## src/design/checked_int32_alu_defines.svh

```systemverilog
// assertion macros for the checked alu
`ifndef CHECKED_INT32_ALU_DEFINES_SVH
`define CHECKED_INT32_ALU_DEFINES_SVH
`ifndef SYNTHESIS
`define CIA_ASSERT_IMP(label, ante, cons) \
  label: assert property (@(posedge clk) disable iff (rst) (ante) |-> (cons)) \
    else $error("assertion failed");
`define CIA_ASSERT_NEXT(label, ante, cons) \
  label: assert property (@(posedge clk) disable iff (rst) (ante) |=> (cons)) \
    else $error("assertion failed");
`else
`define CIA_ASSERT_IMP(label, ante, cons)
`define CIA_ASSERT_NEXT(label, ante, cons)
`endif
`endif

```

## src/design/cia_pkg.sv

```systemverilog
// shared types and constants for the checked alu
`timescale 1ns / 1ps
package cia_pkg;
  localparam int W = 32;
  localparam int NCELL = 32;

  typedef enum logic [2:0] {
    OP_ADD = 3'd0, OP_SUB = 3'd1, OP_MUL = 3'd2, OP_DIV = 3'd3,
    OP_REM = 3'd4, OP_INC = 3'd5, OP_DEC = 3'd6, OP_NOP = 3'd7
  } op_t;

  typedef enum logic [1:0] {
    ST_OK = 2'd0, ST_OVF = 2'd1, ST_DIV0 = 2'd2, ST_RSV = 2'd3
  } status_t;

  // word travelling down the cell chain
  typedef struct packed {
    logic           vld;
    op_t            op;
    logic [W-1:0]   a;
    logic [W-1:0]   b;
    logic [W-1:0]   quick;    // result of add/sub/inc/dec, or a
    status_t        qstat;    // status of quick path
    logic [2*W-1:0] prod;     // signed product
    logic           neg_q;    // quotient sign
    logic           neg_r;    // remainder sign
    logic [W-1:0]   dvsr;     // divisor magnitude
    logic [W:0]     rem;      // partial remainder
    logic [W-1:0]   quo;      // dividend shifting out, quotient shifting in
    logic           eq;
    logic           lt;
    logic           gt;
  } slot_t;
endpackage

```

## src/design/cia_cell.sv

```systemverilog
// one restoring division step cell
`timescale 1ns / 1ps
module cia_cell (
  input  logic           clk,
  input  logic           rst,
  input  logic           adv,
  input  cia_pkg::slot_t din,
  output cia_pkg::slot_t dout
);
  cia_pkg::slot_t nxt;
  logic [32:0] sh;
  logic [32:0] dif;

  // shift in next dividend bit, trial subtract
  always_comb begin
    nxt = din;
    sh = {din.rem[31:0], din.quo[31]};
    dif = sh - {1'b0, din.dvsr};
    if (!dif[32]) begin
      nxt.rem = dif;
      nxt.quo = {din.quo[30:0], 1'b1};
    end else begin
      nxt.rem = sh;
      nxt.quo = {din.quo[30:0], 1'b0};
    end
  end

  // stage register
  always_ff @(posedge clk) begin
    if (rst) dout.vld <= 1'b0;
    else if (adv) dout.vld <= din.vld;
    if (adv) begin
      dout.op <= nxt.op; dout.a <= nxt.a; dout.b <= nxt.b;
      dout.quick <= nxt.quick; dout.qstat <= nxt.qstat; dout.prod <= nxt.prod;
      dout.neg_q <= nxt.neg_q; dout.neg_r <= nxt.neg_r; dout.dvsr <= nxt.dvsr;
      dout.rem <= nxt.rem; dout.quo <= nxt.quo;
      dout.eq <= nxt.eq; dout.lt <= nxt.lt; dout.gt <= nxt.gt;
    end
  end
endmodule

```

## config.mk

```make
export PLATFORM = sky130hd
export DESIGN_NAME = cia_cell
export DESIGN_NICKNAME = d
export VERILOG_FILES = /design/src/design/checked_int32_alu_defines.svh /design/src/design/cia_pkg.sv /design/src/design/cia_cell.sv
export SDC_FILE = /design/constraint.sdc
export NUM_CORES = 1
export LEC_CHECK = 0
export BUFFER_PORTS_ARGS = -buffer_cell sky130_fd_sc_hd__buf_4
export CAP_MARGIN = 20
export CORE_AREA = 2 2 208 210
export CTS_BUF_LIST = sky130_fd_sc_hd__clkbuf_16
export DETAILED_ROUTE_END_ITERATION = 12
export DIE_AREA = 0 0 210 212
export GPL_TIMING_DRIVEN = 1
export HOLD_SLACK_MARGIN = 0.03
export SYNTH_ARGS = -nofsm -noshare
export SYNTH_HDL_FRONTEND = slang
export SYNTH_SLANG_ARGS = --single-unit
```

## constraint.sdc

```tcl
create_clock -name clk -period 4.4 [get_ports clk]
set_clock_uncertainty 0.15 [all_clocks]
set_input_delay 0.88 -clock clk [delete_from_list [all_inputs] [get_ports clk]]
set_output_delay 0.88 -clock clk [all_outputs]
set_load 0.02 [all_outputs]
```

After elaboration in Yosys (flattened, before gate mapping) --
Index checks and enable logic that the tools add are counted.
Storage, ports and cells: register bits 268, input port bits 271, output and inout port bits 268, logic and storage cells 18
Cells by class: add/sub/neg operators 1, multiplexer cells 1
Operators by type and width (number):
- 2-to-1 mux 64 bit | 1
- subtractor 33 x 32 -> 33 bit | 1

Depth between registers and ports, before layout --
word-level depth 2, depth in mapped cells 12, mapped depth without buffers 11

Worst setup path before layout --
Ideal clock, no wire load.
kind in2reg, from in din[34] (netlist bit), to reg dout[39] (netlist bit), data pin, setup time 0.260 ns, arrival time 3.330 ns, required time 3.990 ns, slack 0.660 ns, cell stages on the path 12, buffers on the path 1, cells stage by stage inv_1 -> ha_1 -> fa_1 -> nor2b_1 -> o31a_1 -> o21a_2 -> o21ai_4 -> a211oi_2 -> nor2_1 -> o311ai_4 -> buf_6 -> mux2_2
RTL lines:
- start: declaration | line cia_cell.sv:7 | input cia_pkg::slot_t din,
- end: declaration | line cia_cell.sv:8 | output cia_pkg::slot_t dout

==> qor.log <==
INFO  clocking       max_clock_buf_depth=3
INFO  yosys          async_reset_ff_share=0%
INFO  yosys          synth-seq-cells=268
INFO  yosys          synthDominantCellAreaShare=76.8%
INFO  placed_design  place_congestion=0.869
INFO  clocking       clkSlewWorstSetupHoldPaths=60ps
INFO  global_routing gr-usage-all-layers=15.5%
INFO  yosys          synthTopCellsByArea=edfxtp_1 77%, ha_1 3.8%, mux2_1 1.7%
INFO  power          part_of_the_total_power_dissipated_in_the_clock_network=35.4%
INFO  worst_hold_path whs_endpoint=dout[267]$_SDFFE_PP0P_
INFO  sta            slew-limit-headroom=46.3%
INFO  yosys          synth_edf_count=267
INFO  global_routing overflow=0
INFO  finish         layout.cells.non_filler=1749
INFO  clocking       clkLatencyLatePin=550ps
INFO  worst_setup_path crit-reg2reg-capture=dout[267]$_SDFFE_PP0P_
INFO  yosys          synth-main-ff-cell=edfxtp_1
INFO  die            die_h=212µm
INFO  die            ios=539
INFO  power          totalPowerFinal=6990µW
INFO  worst_setup_path cp-end-kind=register
INFO  die            core-area=0.0425mm²
INFO  worst_setup_path depth_of_the_worst_register_to_register_path=2
INFO  yosys          synth_fp_nets=916
INFO  worst_hold_path min_delay_path_depth=2
INFO  sta            timing.final.crit_share=82.2%
INFO  sta            setup_viol_count_final=0
INFO  power          seqPwrFrac=45.1%
INFO  detailed_routing detail_route.drc_violations=0
INFO  clocking       cts_post_setup_buffers_inserted=0
INFO  yosys          synth.top_cells.by_count=267 x edfxtp_1, 39 x inv_1, 32 x ha_1
INFO  detailed_routing top_signal_layer_used=met5
INFO  sta            final.setup.tns=0ps
INFO  sta            max_slew.worst_pin.slew=806ps
INFO  clocking       cts_made_buffers=30
INFO  sta            timing.final.hold_violations=0
INFO  power          internal-power=5140µW
INFO  placed_design  place.detailed.instances=1695
INFO  detailed_routing viasPerCell=4.32
INFO  finish         biggestRegsByFlops=dout: 268 flops
INFO  worst_setup_path worstPathArrival=3770ps
INFO  finish         seqCellArea=0.00804mm²
INFO  power          power.switching_fraction=26.5%
INFO  power          peakVddDrop=0.334mV
INFO  finish         max_flop_register=dout
INFO  sta            final_critical_path_required_period=3620ps
INFO  finish         filler_cell_count=4059
INFO  worst_setup_path cp_top_family=compound AO/OA/AOI/OAI gates
INFO  flow_run       max_cap_violations=0
INFO  detailed_routing detailroute.wirelength.met3=3290µm
INFO  clocking       clock-sinks=268
INFO  sta            timing_max_transition_violations_final=0
INFO  yosys          sequential_cell_area_fraction_in_the_yosys_report=77.0%
INFO  detailed_routing avgRoutedWirePerCell=21.2µm
INFO  clocking       cts_tree=yes
INFO  finish         num-nets-final=1485
INFO  worst_setup_path worst-r2r-setup-slack=3670ps
INFO  global_routing grt_pass1_vias=7615
INFO  worst_setup_path crit_buf_inv=3
INFO  finish         multi_input_gate_area=0.00218mm²
INFO  finish         largest_register_ffs=268
INFO  worst_setup_path setup.worst_path.start_class=input port
INFO  yosys          gate_count_after_technology_mapping=612
INFO  finish         share_of_layout_cells_above_drive_strength_1=50.9%
INFO  detailed_routing drt-total-wl=37100µm
INFO  yosys          postSynthAreaPerCell=17.1µm²
INFO  detailed_routing met2_wirelength=18600µm
INFO  power          leakage=0.00686µW
INFO  worst_setup_path cp_cell_sequence=buf_4, inv_1, ha_1, fa_1, nor2b_1, o31a_1, o21a_2, o21ai_4, a211oi_2, nor2_1, o311ai_4, buf_12, mux2_2
INFO  global_routing grt_start_max_net_pins=96
INFO  detailed_routing vias=7549
INFO  clocking       clock_tree.root_cell=clkbuf_16
INFO  worst_setup_path timing.setup.critical_path_class=in -> reg
INFO  global_routing antenna_found_initial=6
INFO  yosys          synthDominantAreaCellType=edfxtp_1
INFO  worst_setup_path critPathMaxFanout=23
INFO  detailed_routing drt-met1-wl=13900µm
INFO  worst_setup_path timing.critical_path.slowest_cell_delay=410ps
INFO  sta            max_clock_freq=277MHz
INFO  worst_setup_path critical_path_required=4550ps
INFO  die            die_area=0.0445mm²
INFO  worst_hold_path min-delay-path-class=in -> reg
INFO  clocking       ctsHtreeMaxLevel=1
INFO  detailed_routing postRouteAntennaNets=0
INFO  sta            setup_repair_after_global_routing_missed_its_margin=no
INFO  die            initial_core_util=24.6%
INFO  detailed_routing first_pass_iters=4
INFO  yosys          synth.most_common_cell=edfxtp_1
INFO  worst_setup_path cpMaxStageDelayCell=fa_1
INFO  worst_hold_path hold_start=rst
INFO  yosys          netlist_area=0.0104mm²
INFO  global_routing grt_pass1_wl=50600µm
INFO  clocking       ctsResizeCount=0
INFO  power          powerDensity=432mW/mm²
INFO  placed_design  port-buffer-count=537
INFO  clocking       post_cts_hold_buffer_count=0
INFO  power          power_frac_comb=19.5%
INFO  run_status     run_status=completed
INFO  worst_setup_path reg2reg_from=dout[267]$_SDFFE_PP0P_
INFO  detailed_routing drtIter0Drc=407
INFO  placed_design  detailed_place_hpwl=29100µm
INFO  finish         flow.area_growth_from_synthesis=55.2%
INFO  die            chipWidth=210µm
INFO  yosys          ys_warn_count=0
INFO  die            floorplan.rows=76
INFO  yosys          synth.distinct_cells=53
INFO  power          p_switching=1850µW
## stage by stage
step	utilization [%]	hold slack [ps]	setup WS, ps	cell area, µm²
floorplan	-	429	660	10400
global placement	35.8	328	238	15200
detailed placement	35.8	338	201	15200
CTS	38.1	282	786	16200
global route	38.1	293	627	16200
finish	38.1	324	785	16200
## power groups by stage
stage / clock network, µW / registers (µW) / logic, µW
floorplan: 0 / 3500 / 330
global placement: 0 / 3200 / 1370
detailed placement: 0 / 3200 / 1380
CTS: 2570 / 3150 / 1390
global route: 2660 / 3170 / 1450
finish: 2480 / 3150 / 1370
## worst max path at each step
stage | start | to | slack (ps) | cells past startpoint
detailed placement | din[34] | dout[44]$_DFFE_PP_ | 200 | 13
CTS | din[34] | dout[44]$_DFFE_PP_ | 790 | 13
global placement | din[34] | dout[42]$_DFFE_PP_ | 240 | 13
finish | din[34] | dout[48]$_DFFE_PP_ | 780 | 13
floorplan | din[34] | dout[39]$_DFFE_PP_ | 660 | 12
global route | din[34] | dout[58]$_DFFE_PP_ | 630 | 13
## cell families after synthesis
family          Yosys count  share of synthesized area (%)
flops                   268                           77.0
compound gates          106                           6.82
simple gates             97                           4.53
buf+inv                  51                           2.07
mux                      34                           3.61
fa+ha+maj                33                           4.03
xor+xnor                 23                           1.93
## layout make-up
cell class	instances	area share [%]
inverters	39	0.904
flip-flops and latches	268	49.6
clock buffers	31	4.79
clock inverters	21	1.15
repair buffers	549	25.8
multi-input cells	293	13.5
diodes	2	0.0309
well taps	546	4.22
## per-layer routing
metal / global-route usage [%] / vias up
li1: - / 3486
met4: 5.80 / 8
met1: 17.4 / 3673
met5: 0 / -
met2: 27.1 / 317
met3: 5.52 / 65
## placed cells by master (no fill, tap or decap), types with 3 or more instances in the layout
cell type	n
nor2_1	29
xor2_1	4
a21boi_0	3
nor3_1	7
a21oi_1	29
and2_1	3
bufinv_16	3
nor2b_1	6
ha_1	32
nand4_1	5
inv_1	43
edfxtp_1	267
a21o_1	9
buf_12	4
buf_4	544
clkbuf_16	31
a31oi_1	5
o31ai_1	4
o21bai_1	7
mux2i_1	5
mux2_2	13
clkinv_1	4
xnor2_1	19
o31a_1	3
nand2_1	25
a211oi_1	3
o21ai_0	21
mux2_1	16
o21a_1	6
and4_1	3
nand3_1	6
clkinv_2	5
Power figures use the tool's default switching activity.
