File: src/design/checked_int32_alu_defines.svh
// assertion macros for the checked alu
`ifndef CHECKED_INT32_ALU_DEFINES_SVH
`define CHECKED_INT32_ALU_DEFINES_SVH
`ifndef SYNTHESIS
`define CIA_ASSERT_IMP(label, ante, cons) \
  label: assert property (@(posedge clk) disable iff (rst) (ante) |-> (cons)) \
    else $error("assertion failed");
`define CIA_ASSERT_NEXT(label, ante, cons) \
  label: assert property (@(posedge clk) disable iff (rst) (ante) |=> (cons)) \
    else $error("assertion failed");
`else
`define CIA_ASSERT_IMP(label, ante, cons)
`define CIA_ASSERT_NEXT(label, ante, cons)
`endif
`endif

File: src/design/cia_pkg.sv
// shared types and constants for the checked alu
`timescale 1ns / 1ps
package cia_pkg;
  localparam int W = 32;
  localparam int NCELL = 32;

  typedef enum logic [2:0] {
    OP_ADD = 3'd0, OP_SUB = 3'd1, OP_MUL = 3'd2, OP_DIV = 3'd3,
    OP_REM = 3'd4, OP_INC = 3'd5, OP_DEC = 3'd6, OP_NOP = 3'd7
  } op_t;

  typedef enum logic [1:0] {
    ST_OK = 2'd0, ST_OVF = 2'd1, ST_DIV0 = 2'd2, ST_RSV = 2'd3
  } status_t;

  // word travelling down the cell chain
  typedef struct packed {
    logic           vld;
    op_t            op;
    logic [W-1:0]   a;
    logic [W-1:0]   b;
    logic [W-1:0]   quick;    // result of add/sub/inc/dec, or a
    status_t        qstat;    // status of quick path
    logic [2*W-1:0] prod;     // signed product
    logic           neg_q;    // quotient sign
    logic           neg_r;    // remainder sign
    logic [W-1:0]   dvsr;     // divisor magnitude
    logic [W:0]     rem;      // partial remainder
    logic [W-1:0]   quo;      // dividend shifting out, quotient shifting in
    logic           eq;
    logic           lt;
    logic           gt;
  } slot_t;
endpackage

File: src/design/cia_front.sv
// entry stage: fast ops, compare, product, divider setup
`timescale 1ns / 1ps
module cia_front (
  input  logic                clk,
  input  logic                adv,
  input  logic                in_fire,
  input  logic [2:0]          op,
  input  logic [31:0]         a,
  input  logic [31:0]         b,
  output cia_pkg::slot_t      slot
);
  cia_pkg::slot_t s;
  logic signed [32:0] sum;
  logic [31:0] amag;
  logic signed [63:0] p;

  // combinational setup of the entering word
  always_comb begin
    s = '0;
    s.vld = in_fire;
    s.op = cia_pkg::op_t'(op);
    s.a = a;
    s.b = b;
    s.prod = p;
    s.eq = (a == b);
    s.lt = ($signed(a) < $signed(b));
    s.gt = ($signed(a) > $signed(b));
    sum = 33'sd0;
    unique case (cia_pkg::op_t'(op))
      cia_pkg::OP_ADD: sum = $signed({a[31], a}) + $signed({b[31], b});
      cia_pkg::OP_SUB: sum = $signed({a[31], a}) - $signed({b[31], b});
      cia_pkg::OP_INC: sum = $signed({a[31], a}) + 33'sd1;
      cia_pkg::OP_DEC: sum = $signed({a[31], a}) - 33'sd1;
      default: sum = $signed({a[31], a});
    endcase
    s.quick = a;
    s.qstat = cia_pkg::ST_OK;
    if (sum[32] != sum[31]) s.qstat = cia_pkg::ST_OVF;
    else s.quick = sum[31:0];
    if ((cia_pkg::op_t'(op) == cia_pkg::OP_DIV || cia_pkg::op_t'(op) == cia_pkg::OP_REM)
        && b == '0) begin
      s.qstat = cia_pkg::ST_DIV0;
      s.quick = a;
    end
    s.neg_q = a[31] ^ b[31];
    s.neg_r = a[31];
    amag = a[31] ? (~a + 32'd1) : a;
    s.dvsr = b[31] ? (~b + 32'd1) : b;
    s.quo = amag;
    s.rem = '0;
  end

  // one 32x32 multiply, registered
  assign p = $signed(a) * $signed(b);

  // entry register
  always_ff @(posedge clk) begin
    if (adv) begin
      slot <= s;
    end
  end
endmodule

File: config.mk
export PLATFORM = sky130hd
export DESIGN_NAME = cia_front
export DESIGN_NICKNAME = d
export VERILOG_FILES = /design/src/design/checked_int32_alu_defines.svh /design/src/design/cia_pkg.sv /design/src/design/cia_front.sv
export SDC_FILE = /design/constraint.sdc
export NUM_CORES = 2
export LEC_CHECK = 0
export BUFFER_PORTS_ARGS = -buffer_cell sky130_fd_sc_hd__buf_2
export CAP_MARGIN = 20
export CORE_ASPECT_RATIO = 1.1
export CORE_UTILIZATION = 40
export DETAILED_ROUTE_END_ITERATION = 10
export SLEW_MARGIN = 20
export SYNTH_ARGS = -nofsm -noshare
export SYNTH_HDL_FRONTEND = slang
export SYNTH_SLANG_ARGS = --single-unit
File: constraint.sdc
create_clock -name clk -period 17.85 [get_ports clk]
set_clock_uncertainty 0.05 [all_clocks]
set_input_delay 1.785 -clock clk [delete_from_list [all_inputs] [get_ports clk]]
set_output_delay 1.785 -clock clk [all_outputs]
set_load 0.02 [all_outputs]
# [Word level (Yosys, flattened, before mapping)]
# Cells that the tools add are included.
[totals] register_bits=235 in_bits=70 out_inout_bits=268 word_cells=45
[op_classes] n_addsub=6 multipliers=1 n_lt_le_gt_ge=2 eq_ne=7 n_mux=6 n_bitwise=3 reduce_logical=4
[op_table] operator="33-bit one-hot mux with 4 select lines" count=1
[op_table] operator="32-bit by 1-bit adder with 32-bit output, second input constant" count=2
[op_table] operator="32-bit by 32-bit multiplier with 64-bit output" count=1
[op_table] operator="32-bit NOT" count=2
[op_table] operator="31-bit two-way mux" count=2
[op_table] operator="34-bit two-way mux" count=1
[op_table] operator="32-bit by 2-bit adder with 33-bit output, second input constant" count=1
[op_table] operator="32-bit by 32-bit adder with 33-bit output" count=1
[op_table] operator="32-bit by 2-bit subtractor with 33-bit output, second input constant" count=1
[op_table] operator="32-bit by 32-bit subtractor with 33-bit output" count=1
[op_table] operator="32-bit equality test" count=1
[op_table] operator="32-bit greater-than comparator" count=1
[op_table] operator="32-bit logical NOT" count=1
[op_table] operator="32-bit less-than comparator" count=1
[op_table] operator="32-bit two-way mux" count=1
[op_table] operator="3-bit equality test, second input constant" count=3
[op_table] operator="3-bit by 1-bit equality test with 1-bit output, second input constant" count=1
[op_table] operator="3-bit by 2-bit equality test with 1-bit output, second input constant" count=1
[op_table] operator="3-bit logical NOT" count=1
[op_table] operator="1-bit logical AND" count=1
[op_table] operator="1-bit logical OR" count=1
[op_table] operator="1-bit two-way mux" count=1
[op_table] operator="1-bit != test" count=1
[op_table] operator="1-bit bitwise XOR" count=1

# [Depth between registers and ports, before layout]
[logic_depth] word_depth=5 depth_mapped=31 ltp_nobuf=28

# [Least setup slack after synthesis]
# OpenSTA, ideal clock, no wires.
[synth_path] path_kind="input to register" from="input port a[31]" to="register slot[165] (netlist name), data pin" setup_ns=0.260 t_arrival_ns=9.482 required_ns=17.540 path_slack_ns=8.058 stages=28 path_buffers=3 cell_sequence="clkbuf_1 > clkbuf_1 > clkbuf_1 > nand2_1 > inv_1 > fa_1 > inv_1 > fa_1 > fa_1 > inv_1 > fa_1 > inv_1 > fa_1 > inv_1 > fa_1 > fa_1 > inv_1 > fa_1 > inv_1 > ha_1 > a21oi_1 > nor2b_1 > or3_1 > o31ai_1 > o211ai_1 > nand3b_1 > a31oi_1 > xnor2_1"
[synth_between] elab_chain_len=1
[synth_rtl] element="start, declared" line="cia_front.sv:8" rtl="input logic [31:0] a,"
[synth_rtl] element="32-bit by 32-bit multiplier with 64-bit output" line="cia_front.sv:54" rtl="assign p = $signed(a) * $signed(b);"
[synth_rtl] element="named net p[63]" line="cia_front.sv:15" rtl="logic signed [63:0] p;"
[synth_rtl] element="end signal, assigned" line="cia_front.sv:59" rtl="slot <= s;"
[synth_rtl] element="end, declared" line="cia_front.sv:10" rtl="output cia_pkg::slot_t slot"
# The timed path passes the listed nets, and every way through them passes these cells.
# A chain may end at the register's enable or synchronous reset.

# [Worst setup path in the final report]
[layout_path] from="input port b[3]" to="register slot[163] (netlist name), data pin"
[layout_between] elab_chain_len=1
[layout_rtl] element="start, declared" line="cia_front.sv:9" rtl="input logic [31:0] b,"
[layout_rtl] element="32-bit by 32-bit multiplier with 64-bit output" line="cia_front.sv:54"
[layout_rtl] element="named net p[61]" line="cia_front.sv:15"
# The timed path passes the listed nets, and every way through them passes these cells.

==> results.sh <==
export IMPL_postCtsSetupRepairBufs=0
export IMPL_clkTransAtPathRegs_ns=0.06
export IMPL_syn2layout_area_growth_pct=8.43
export IMPL_crit_fanout=36
export IMPL_reg_top3="slot (232)"
export IMPL_cts_resized_gates=0
export IMPL_rows=134
export IMPL_nets=6702
export IMPL_drtAntennaViolNets=0
export IMPL_arrival_ns=11.40
export IMPL_outcome="complete, no violations"
export IMPL_die_h_um=369
export IMPL_ys_ff_latch=232
export IMPL_min_from="in_fire"
export IMPL_antenna_found_initial=3
export IMPL_max_cap_violations=0
export IMPL_hpwlAfterDp_um=126000
export IMPL_yosysWarnings=0
export IMPL_synth_edff_count=232
export IMPL_overflow=0
export IMPL_worst_pin_slew_ns=1.04
export IMPL_hp_class="input port to flip-flop"
export IMPL_rsz0062_at_grt="no"
export IMPL_period_minus_slack_ns=11.06
export IMPL_die_w_um=335
export IMPL_setup_tns_ns=0
export IMPL_numCtsBuffers=29
export IMPL_grt_usage_pct=26.5
export IMPL_fmax_ghz=0.0904
export IMPL_synthFlopType="edfxtp_1"
export IMPL_synth_area_leaders="fa_1 (44%), edfxtp_1 (14%), inv_1 (8.0%), ha_1 (7.2%), nor2_1 (4.7%)"
export IMPL_criticalPathCategory="input port to flip-flop"
export IMPL_grt_max_degree=80
export IMPL_diodes=0
export IMPL_largest_register="slot"
export IMPL_portBuffers=304
export IMPL_dr_pass1_iters=6
export IMPL_syn_mean_instance_area_um2=9.60
export IMPL_drive_gt1_share_pct=9.72
export IMPL_synth_cells=5092
export IMPL_largest_reg_flops=232
export IMPL_root_buffer="clkbuf_16"
export IMPL_grt_pass1_wl_um=246000
export IMPL_h_tree_depth=1
export IMPL_start_kind="input port"
export IMPL_syn_area_um2=48900
export IMPL_holdBufCountCts=0
export IMPL_cts_buffer_depth=3
export IMPL_drt_total_wl_um=160000
export IMPL_routabilityCongestion=0.968
export IMPL_wl_per_cell_um=23.1
export IMPL_core_um2=121000
export IMPL_synth_most_common_cell="fa_1"
export IMPL_fillCellCount=11760
export IMPL_synth_top_area_share_pct=44.4
export IMPL_num_io_pins=338
export IMPL_min_path_cells=1
export IMPL_setup_viol_count_final=0
export IMPL_synth_largest_area_cell="fa_1"
export IMPL_synth_commonest_cells="fa_1 (1084), inv_1 (1040), nor2_1 (617), nand2_1 (567), ha_1 (283)"
export IMPL_drc_errors=0
export IMPL_cts_tree="yes"
export IMPL_synth_seq_area_share_pct=14.3
export IMPL_hold_viol_final=0
export IMPL_critPathRequiredTime_ns=18.19
export IMPL_slew_headroom_pct=29.7
export IMPL_dieArea_um2=124000
export IMPL_synthArstFlopShare_pct=0
export IMPL_holdPathEnd="slot[267]$_DFFE_PP_"
export IMPL_drv_slew=0
export IMPL_drt_iter0_markers=3277
export IMPL_start_util_pct=40.3
export IMPL_via_count=36912
export IMPL_grt_pass1_vias=38640
export IMPL_critPathCaptureType="flip-flop"
export IMPL_min_period_over_period_pct=62.0
export IMPL_vias_per_cell=5.34
export IMPL_clock_sinks=232
export IMPL_yosys_cell_types_count=87
[placed cells by master (no fill, tap or decap), types with 33 or more instances in the layout]
cell type  netlist  layout
nand2_1        567     567
conb_1           1      33
ha_1           283     283
a21oi_1        139     139
buf_4           37     100
nor2_1         617     617
o21ai_0        105     105
a21o_1          56      56
xor2_1          42      42
xnor2_1        173     173
edfxtp_1       232     232
buf_2            8     303
fa_1          1084    1083
inv_1         1040    1039
[worst max-delay path, stage by stage]
cell and delay, ns:
buf_2 0.08, buf_4 0.52, inv_1 0.49, nor2_1 0.35
fa_1 0.51, fa_1 0.49, fa_1 0.92, inv_1 0.20
fa_1 0.52, inv_1 0.05, fa_1 0.50, inv_1 0.05
fa_1 0.56, fa_1 0.44, fa_1 0.52, inv_1 0.04
ha_1 0.35, nand2_1 0.18, nor4_1 0.69, nand4bb_1 0.18
o2bb2ai_1 0.69, o21ai_1 0.25, o21ai_0 0.41, nor2b_1 0.30
a221oi_1 0.13, xnor2_1 0.14
[how the worst max path moves through the flow]
stage / from / depth (start not counted) / to / slack (ns)
detailed placement: b[3] / 26 / slot[163]$_DFFE_PP_ / 5.93
floorplan: a[31] / 28 / slot[165]$_DFFE_PP_ / 8.06
finish: b[3] / 26 / slot[163]$_DFFE_PP_ / 6.79
global placement: b[30] / 21 / slot[163]$_DFFE_PP_ / 5.73
global route: b[3] / 26 / slot[163]$_DFFE_PP_ / 6.15
CTS: b[3] / 26 / slot[163]$_DFFE_PP_ / 6.60
[layout make-up]
class | count | area [um^2] | area share, %
Timing Repair Buffer | 405 | 2310 | 4.36
Clock inverter | 19 | 209 | 0.394
Multi-Input combinational cell | 3527 | 36700 | 69.3
Sequential cell | 232 | 6970 | 13.1
Clock buffer | 33 | 741 | 1.40
Inverter | 1070 | 4020 | 7.58
Tap cell | 1632 | 2040 | 3.85
[routing by layer]
| metal | global-route usage [%] | routed length [um] | up-vias |
|---|---|---|---|
| met3 | 5.02 | 15000 | 344 |
| met2 | 42.1 | 73600 | 1863 |
| met1 | 35.8 | 63300 | 18937 |
| li1 | - | - | 15766 |
| met5 | 0 | 13 | - |
| met4 | 10.4 | 7560 | 2 |
[cells by family (layout without fill, tap and decap cells)]
kind of cell	after synthesis	in the layout	share of synthesized area (%)
and+or+nand+nor	1405	1405	12.0
adders and majority gates	1367	1367	51.7
buffers and inverters	1365	1527	10.9
AOI/OAI and AO/OA	507	507	7.24
DFF	232	232	14.3
xor gates and xnor gates	215	215	3.85
other	1	33	0.00767
[through the flow]
step / worst slack, ns / instance area, um^2 / instances / hold slack, ns / utilization [%]
detailed placement: 5.93 / 52000 / 6866 / 1.92 / 42.9
global placement: 5.73 / 52000 / 6865 / 1.92 / 42.9
CTS: 6.60 / 53000 / 6918 / 1.23 / 43.7
floorplan: 8.06 / 49000 / 5124 / 1.83 / -
global route: 6.15 / 53000 / 6918 / 1.25 / 43.7
finish: 6.79 / 53000 / 6918 / 1.28 / 43.7
Power is left out: the tool's default activity adds up to more than one toggle a clock period on the data nets, which glitch-free logic cannot reach.
