==> src/design/checked_int32_alu_defines.svh <==
// assertion macros for the checked alu
`ifndef CHECKED_INT32_ALU_DEFINES_SVH
`define CHECKED_INT32_ALU_DEFINES_SVH
`ifndef SYNTHESIS
`define CIA_ASSERT_IMP(label, ante, cons) \
  label: assert property (@(posedge clk) disable iff (rst) (ante) |-> (cons)) \
    else $error("assertion failed");
`define CIA_ASSERT_NEXT(label, ante, cons) \
  label: assert property (@(posedge clk) disable iff (rst) (ante) |=> (cons)) \
    else $error("assertion failed");
`else
`define CIA_ASSERT_IMP(label, ante, cons)
`define CIA_ASSERT_NEXT(label, ante, cons)
`endif
`endif

==> src/design/cia_pkg.sv <==
// shared types and constants for the checked alu
`timescale 1ns / 1ps
package cia_pkg;
  localparam int W = 32;
  localparam int NCELL = 32;

  typedef enum logic [2:0] {
    OP_ADD = 3'd0, OP_SUB = 3'd1, OP_MUL = 3'd2, OP_DIV = 3'd3,
    OP_REM = 3'd4, OP_INC = 3'd5, OP_DEC = 3'd6, OP_NOP = 3'd7
  } op_t;

  typedef enum logic [1:0] {
    ST_OK = 2'd0, ST_OVF = 2'd1, ST_DIV0 = 2'd2, ST_RSV = 2'd3
  } status_t;

  // word travelling down the cell chain
  typedef struct packed {
    logic           vld;
    op_t            op;
    logic [W-1:0]   a;
    logic [W-1:0]   b;
    logic [W-1:0]   quick;    // result of add/sub/inc/dec, or a
    status_t        qstat;    // status of quick path
    logic [2*W-1:0] prod;     // signed product
    logic           neg_q;    // quotient sign
    logic           neg_r;    // remainder sign
    logic [W-1:0]   dvsr;     // divisor magnitude
    logic [W:0]     rem;      // partial remainder
    logic [W-1:0]   quo;      // dividend shifting out, quotient shifting in
    logic           eq;
    logic           lt;
    logic           gt;
  } slot_t;
endpackage

==> src/design/cia_back.sv <==
// final stage: pick the result and check range
`timescale 1ns / 1ps
module cia_back (
  input  logic           clk,
  input  logic           rst,
  input  logic           adv,
  input  cia_pkg::slot_t din,
  output logic           ovld,
  output logic [31:0]    result,
  output logic [1:0]     status,
  output logic           equal,
  output logic           less,
  output logic           greater
);
  logic [31:0] r;
  cia_pkg::status_t st;
  logic [31:0] q, rm;

  // sign fixup and selection
  always_comb begin
    q = din.neg_q ? (~din.quo + 32'd1) : din.quo;
    rm = din.neg_r ? (~din.rem[31:0] + 32'd1) : din.rem[31:0];
    r = din.quick;
    st = din.qstat;
    unique case (din.op)
      cia_pkg::OP_MUL: begin
        if (din.prod[63:31] != {33{din.prod[31]}}) st = cia_pkg::ST_OVF;
        else r = din.prod[31:0];
      end
      cia_pkg::OP_DIV: begin
        if (st == cia_pkg::ST_OK) begin
          // only int_min by -1 leaves the range
          if (!din.neg_q && din.quo[31]) st = cia_pkg::ST_OVF;
          else r = q;
        end
      end
      cia_pkg::OP_REM: if (st == cia_pkg::ST_OK) r = rm;
      default: ;
    endcase
  end

  // output register
  always_ff @(posedge clk) begin
    if (rst) ovld <= 1'b0;
    else if (adv) ovld <= din.vld;
    if (adv) begin
      result <= r;
      status <= st;
      equal <= din.eq;
      less <= din.lt;
      greater <= din.gt;
    end
  end
endmodule
==> config.mk <==
export PLATFORM = sky130hd
export DESIGN_NAME = cia_back
export DESIGN_NICKNAME = d
export VERILOG_FILES = /design/src/design/checked_int32_alu_defines.svh /design/src/design/cia_pkg.sv /design/src/design/cia_back.sv
export SDC_FILE = /design/constraint.sdc
export NUM_CORES = 1
export LEC_CHECK = 0
export ABC_CLOCK_PERIOD_IN_PS = 3990
export BUFFER_PORTS_ARGS = -buffer_cell sky130_fd_sc_hd__buf_4
export CORE_AREA = 2 2 121 123
export DETAILED_ROUTE_END_ITERATION = 6
export DIE_AREA = 0 0 123 125
export GPL_TIMING_DRIVEN = 0
export PLACE_DENSITY = 0.67
export RECOVER_POWER = 50
export SETUP_SLACK_MARGIN = 0.1
export SKIP_LAST_GASP = 1
export SLEW_MARGIN = 20
export SYNTH_ARGS = -nofsm -noshare
export SYNTH_HDL_FRONTEND = slang
export SYNTH_SLANG_ARGS = --single-unit
==> constraint.sdc <==
create_clock -name clk -period 3.99 [get_ports clk]
set_input_delay 0.5985 -clock clk [delete_from_list [all_inputs] [get_ports clk]]
set_output_delay 0.5985 -clock clk [all_outputs]
set_load 0.01 [all_outputs]
# Yosys cells after proc, flatten, opt, wreduce, memory -nomap -nowiden
# Cells that the tools add are included.
[totals]
regBits = 38
elab_cells = 28
input_bits = 271
out_inout_bits = 38
[classes]
n_mux = 11
addsub = 2
reduce_logical = 3
n_bitwise = 2
n_eq_ne = 4
[op_table]
columns = ["cell", "count"]
rows = [
  ["2-to-1 mux 32 bit", 6],
  ["case mux 32 bit (3 select lines)", 1],
  ["adder 32 x 1 -> 32 bit, second input constant", 2],
  ["NOT 32 bit", 2],
  ["inequality test 32 bit", 1],
  ["== test 3 x 2 -> 1 bit, second input constant", 2],
  ["2-to-1 mux 2 bit", 3],
  ["case mux 2 bit (2 select lines)", 1],
  ["== test 3 bit, second input constant", 1],
  ["logical NOT 2 bit", 1],
  ["logical AND 1 bit", 1],
  ["logical NOT 1 bit", 1],
]

# Logic depth before layout (Yosys ltp)
[depth]
ltp_word = 6
mapped_depth = 9
mapped_depth_nobuf = 8

# Worst setup path before layout
# Ideal clock, no wire load.
[synth_timing]
kind = "input-to-reg"
startpoint = "input din[44] (netlist name)"
endpoint = "register result[30] (data pin)"
setup_ns = 0.263
path_buffers = 2
path_slack_ns = 1.088
path_stages = 8
required_ns = 3.727
t_arrival_ns = 2.639
cell_sequence = "or4_4 > or3_1 > buf_6 > buf_6 > nor4_1 > mux2i_1 > nor2_1 > a2111o_1"
[synth_via]
elab_chain_cells = 5
[synth_lines]
columns = ["item", "line_no", "text"]
rows = [
  ["from (decl)", "cia_back.sv:7", "input cia_pkg::slot_t din,"],
  ["NOT 32 bit", "cia_back.sv:22", "rm = din.neg_r ? (~din.rem[31:0] + 32'd1) : din.rem[31:0];"],
  ["adder 32 x 1 -> 32 bit", "cia_back.sv:22", ""],
  ["2-to-1 mux 32 bit", "cia_back.sv:22", ""],
  ["2-to-1 mux 32 bit", "cia_back.sv:37", "cia_pkg::OP_REM: if (st == cia_pkg::ST_OK) r = rm;"],
  ["case mux 32 bit (3 select lines)", "cia_back.sv:25", "unique case (din.op)"],
  ["via r[30]", "cia_back.sv:15", "logic [31:0] r;"],
  ["to (signal assigned)", "cia_back.sv:47", "result <= r;"],
  ["to (decl)", "cia_back.sv:9", "output logic [31:0] result,"],
]
# The timed path passes the listed nets, and every way through them passes these cells.
# A chain may end at the register's enable or synchronous reset.

# Worst setup path after layout
[layout_timing]
startpoint = "input din[144] (netlist name)"
endpoint = "register result[16] (data pin)"
[layout_via]
elab_chain_cells = 3
[layout_lines]
columns = ["item", "line_no", "text"]
rows = [
  ["inequality test 32 bit", "cia_back.sv:27", "if (din.prod[63:31] != {33{din.prod[31]}}) st = cia_pkg::ST_OVF;"],
  ["2-to-1 mux 32 bit", "cia_back.sv:27", ""],
  ["case mux 32 bit (3 select lines)", "cia_back.sv:25", ""],
  ["via r[16]", "cia_back.sv:15", ""],
]
# The timed path passes the listed nets, and every way through them passes these cells.

==> impl_metrics.tcl <==
set metrics [dict create \
    initial_utilization_pct 26.3 \
    antennaDiodeCount 0 \
    synthesis.yosys.warnings 0 \
    cellPowerDensity_mw_per_mm2 236 \
    drive_gt1_share_pct 33.5 \
    fillers 1481 \
    core_area_mm2 0.0142 \
    area_of_the_multi_input_gates_mm2 0.00245 \
    final-seq-area_mm2 0.00113 \
    most-common-layout-cells "sky130_fd_sc_hd__buf_4, sky130_fd_sc_hd__xor2_1, sky130_fd_sc_hd__edfxtp_1" \
    total_length_of_routed_wires_um 16600 \
    total_count_of_max_transition_violations_in_the_final_report 39 \
    grt-ovfl-total 0 \
    max_cap_viol_count 1 \
    place_hpwl_um 13600 \
    ctsHtreeMaxLevel 2 \
    outcome "finished with violations" \
    drt-initial-drc-count 290 \
    critical_path_required_ns 4.02 \
    max-vdd-ir-drop_v 0.000153 \
    area.growth.synth_to_final_pct 50.2 \
    startpoint_type "input pin" \
    horizontal_extent_of_the_die_um 123 \
    post-route-drc-count 0 \
    gp_congestion 0.911 \
    synth_cell_type_count 49 \
    synth-async-reset-ratio_pct 0 \
    postCtsSetupBuffers 0 \
    max_clock_buf_depth 2 \
    first_pass_grt_wire_length_um 24800 \
    route.antenna.remaining_nets 0 \
    synth_flop_cell "sky130_fd_sc_hd__edfxtp_1" \
    grt_use_total_pct 20.8 \
    final.setup_skew_ns 0 \
    post-route-period-util_pct 77.6 \
    drt-vias-per-instance 5.51 \
    most_common_cell_after_layout_fill_and_taps_aside "sky130_fd_sc_hd__buf_4" \
    synth.yosys.seq_area_share_pct 30.3 \
    synth.avg_cell_area_um2 8.90 \
    holdCritPathClass "in2reg" \
    clock_sinks 38 \
    tns_ns 0 \
    setup_repair_after_global_routing_missed_its_margin "false" \
    setup.worst_path.class "in2reg" \
    synthCells 419 \
    tritoncts "built" \
    timing.reg2reg.worst_path_depth 2 \
    p_leak_nw 2.21 \
    drt_pass1_iterations 6 \
    vias 4512 \
    cts_root_buffer "sky130_fd_sc_hd__clkbuf_16" \
    mappedNetlistNets 692 \
    min_period_ns 3.10 \
    first_global_vias 4507 \
    antenna_found_initial 0 \
    utilization_pct 39.4 \
    slew-limit-headroom_pct -43.9 \
    place.detailed.instances 811 \
    worstHoldPathCells 2 \
    clk_latency_ns 0.28 \
    worst_ep_arrival_time_ns 3.13 \
    violations "max-capacitance violations, max-slew violations" \
    critical_path.max_fanout 10 \
    timing_hold_violations_final 0 \
    grt_start_max_net_pins 39 \
    synth_enable_flop_cells 37 \
    io-pin-count 309 \
    design.die.area_mm2 0.0154 \
    clkTransAtPathRegs_ns 0.06 \
    layout.nets 907 \
    placement.io_buffers 208 \
    finished_layout_cells 819 \
    cts-resized-gates 0 \
    ctsHoldBuffers 0 \
    tightest_slew_ns 2.16 \
    fp-row-count 44 \
    clock_buffers_created_by_tritoncts 5 \
    syn-cell-area_mm2 0.00373 \
    synth.ff_latch_count 38 \
    end_kind "register" \
    die_height_um 125 \
    route.detailed.wl_per_inst_um 20.3 \
    achievable-frequency_mhz 323 \
    timing.final.setup_violations 0 \
]
## report_power, final
part           total (mW)  leakage (nW)  switching [mW]  internal [mW]
Clock               0.385        0.0706           0.155          0.229
Combinational       0.444          1.77           0.217          0.227
Sequential          0.494         0.369          0.0104          0.484
## synth_stat cells (2+ instances only)
master,count,area [um2]
sky130_fd_sc_hd__a2111o_1,3,33.8
sky130_fd_sc_hd__a211o_1,6,52.6
sky130_fd_sc_hd__a21boi_0,4,30.0
sky130_fd_sc_hd__a21oi_1,4,20.0
sky130_fd_sc_hd__a221o_1,22,220
sky130_fd_sc_hd__a22o_1,9,78.8
sky130_fd_sc_hd__buf_1,4,15.0
sky130_fd_sc_hd__buf_6,2,22.5
sky130_fd_sc_hd__clkbuf_1,18,67.6
sky130_fd_sc_hd__edfxtp_1,37,1110
sky130_fd_sc_hd__ha_1,2,25.0
sky130_fd_sc_hd__inv_1,10,37.5
sky130_fd_sc_hd__mux2i_1,8,80.1
sky130_fd_sc_hd__nand2_1,30,113
sky130_fd_sc_hd__nand2b_1,6,37.5
sky130_fd_sc_hd__nand3_1,9,45.0
sky130_fd_sc_hd__nand4_1,11,68.8
sky130_fd_sc_hd__nor2_1,13,48.8
sky130_fd_sc_hd__nor2b_1,9,56.3
sky130_fd_sc_hd__nor3_1,15,75.1
sky130_fd_sc_hd__nor4_1,14,87.6
sky130_fd_sc_hd__o21ai_0,26,130
sky130_fd_sc_hd__o22ai_1,21,131
sky130_fd_sc_hd__o31ai_1,17,128
sky130_fd_sc_hd__o41ai_1,14,123
sky130_fd_sc_hd__o41ai_2,4,65.1
sky130_fd_sc_hd__or2_2,5,31.3
sky130_fd_sc_hd__or3_1,15,93.8
sky130_fd_sc_hd__or4_1,7,52.6
sky130_fd_sc_hd__xnor2_1,16,140
sky130_fd_sc_hd__xor2_1,40,350
## cells by family after synthesis
kind of cell               synth area share [%]
AOI/OAI and AO/OA                          30.1
buffers and inverters                      3.96
adders and majority gates                 0.671
and+or+nand+nor                            19.7
xor gates and xnor gates                   13.1
muxes                                      2.15
DFF                                        30.3
## metrics by stage
| step | setup WS (ns) | cell area (um2) | hold slack [ns] | total power [mW] |
|---|---|---|---|---|
| after floorplan | 1.09 | 3730 | 0.528 | 0.676 |
| after global placement | 0.693 | 5520 | 0.484 | 0.941 |
| after detailed placement | 0.646 | 5520 | 0.496 | 0.952 |
| after CTS | 0.940 | 5660 | 0.466 | 1.34 |
| after global routing | 0.681 | 5600 | 0.473 | 1.38 |
| final | 0.893 | 5600 | 0.468 | 1.32 |
## area by class of cell
cell class,count,share of cell area [%]
multi-input cells,346,43.8
repair buffers,208,26.8
clock inverters,2,0.179
clock buffers,6,2.30
plain buffers,25,1.97
inverters,10,0.670
well taps,184,4.11
flip-flops and latches,38,20.2
## critical path, stage by stage
cell	delay, ns
sky130_fd_sc_hd__buf_4	0.11
sky130_fd_sc_hd__or4_1	0.52
sky130_fd_sc_hd__nor4_1	0.27
sky130_fd_sc_hd__o22ai_1	0.16
sky130_fd_sc_hd__o21ai_1	0.52
sky130_fd_sc_hd__nand2_1	0.15
sky130_fd_sc_hd__clkbuf_1	0.36
sky130_fd_sc_hd__a221o_1	0.44
## per-layer routing
| metal | track usage [%] | share of wire (%) | up-vias | wire (um) |
|---|---|---|---|---|
| li1 | - | - | 2118 | - |
| met2 | 33.9 | 45 | 243 | 7550 |
| met5 | 0 | 0 | - | 0 |
| met4 | 7.42 | 3.0 | 0 | 490 |
| met1 | 27.3 | 43 | 2126 | 7080 |
| met3 | 3.83 | 8.9 | 25 | 1480 |
## flip-flops by register name, summed over array words and instances, names as in the netlist
register and cells:
greater 1, ovld 1, result 32, less 1, equal 1, status 2
## path summary, 6_finish.rpt
| path | from | endpoint | slack (ns) |
|---|---|---|---|
| max | din[144] | result[16]$_DFFE_PP_ | 0.89 |
| min | rst | ovld$_SDFFE_PP0P_ | 0.47 |
| max reg2reg | ovld$_SDFFE_PP0P_ | ovld$_SDFFE_PP0P_ | 3.39 |
| min reg2reg | ovld$_SDFFE_PP0P_ | ovld$_SDFFE_PP0P_ | 0.50 |
Power figures use the tool's default switching activity.
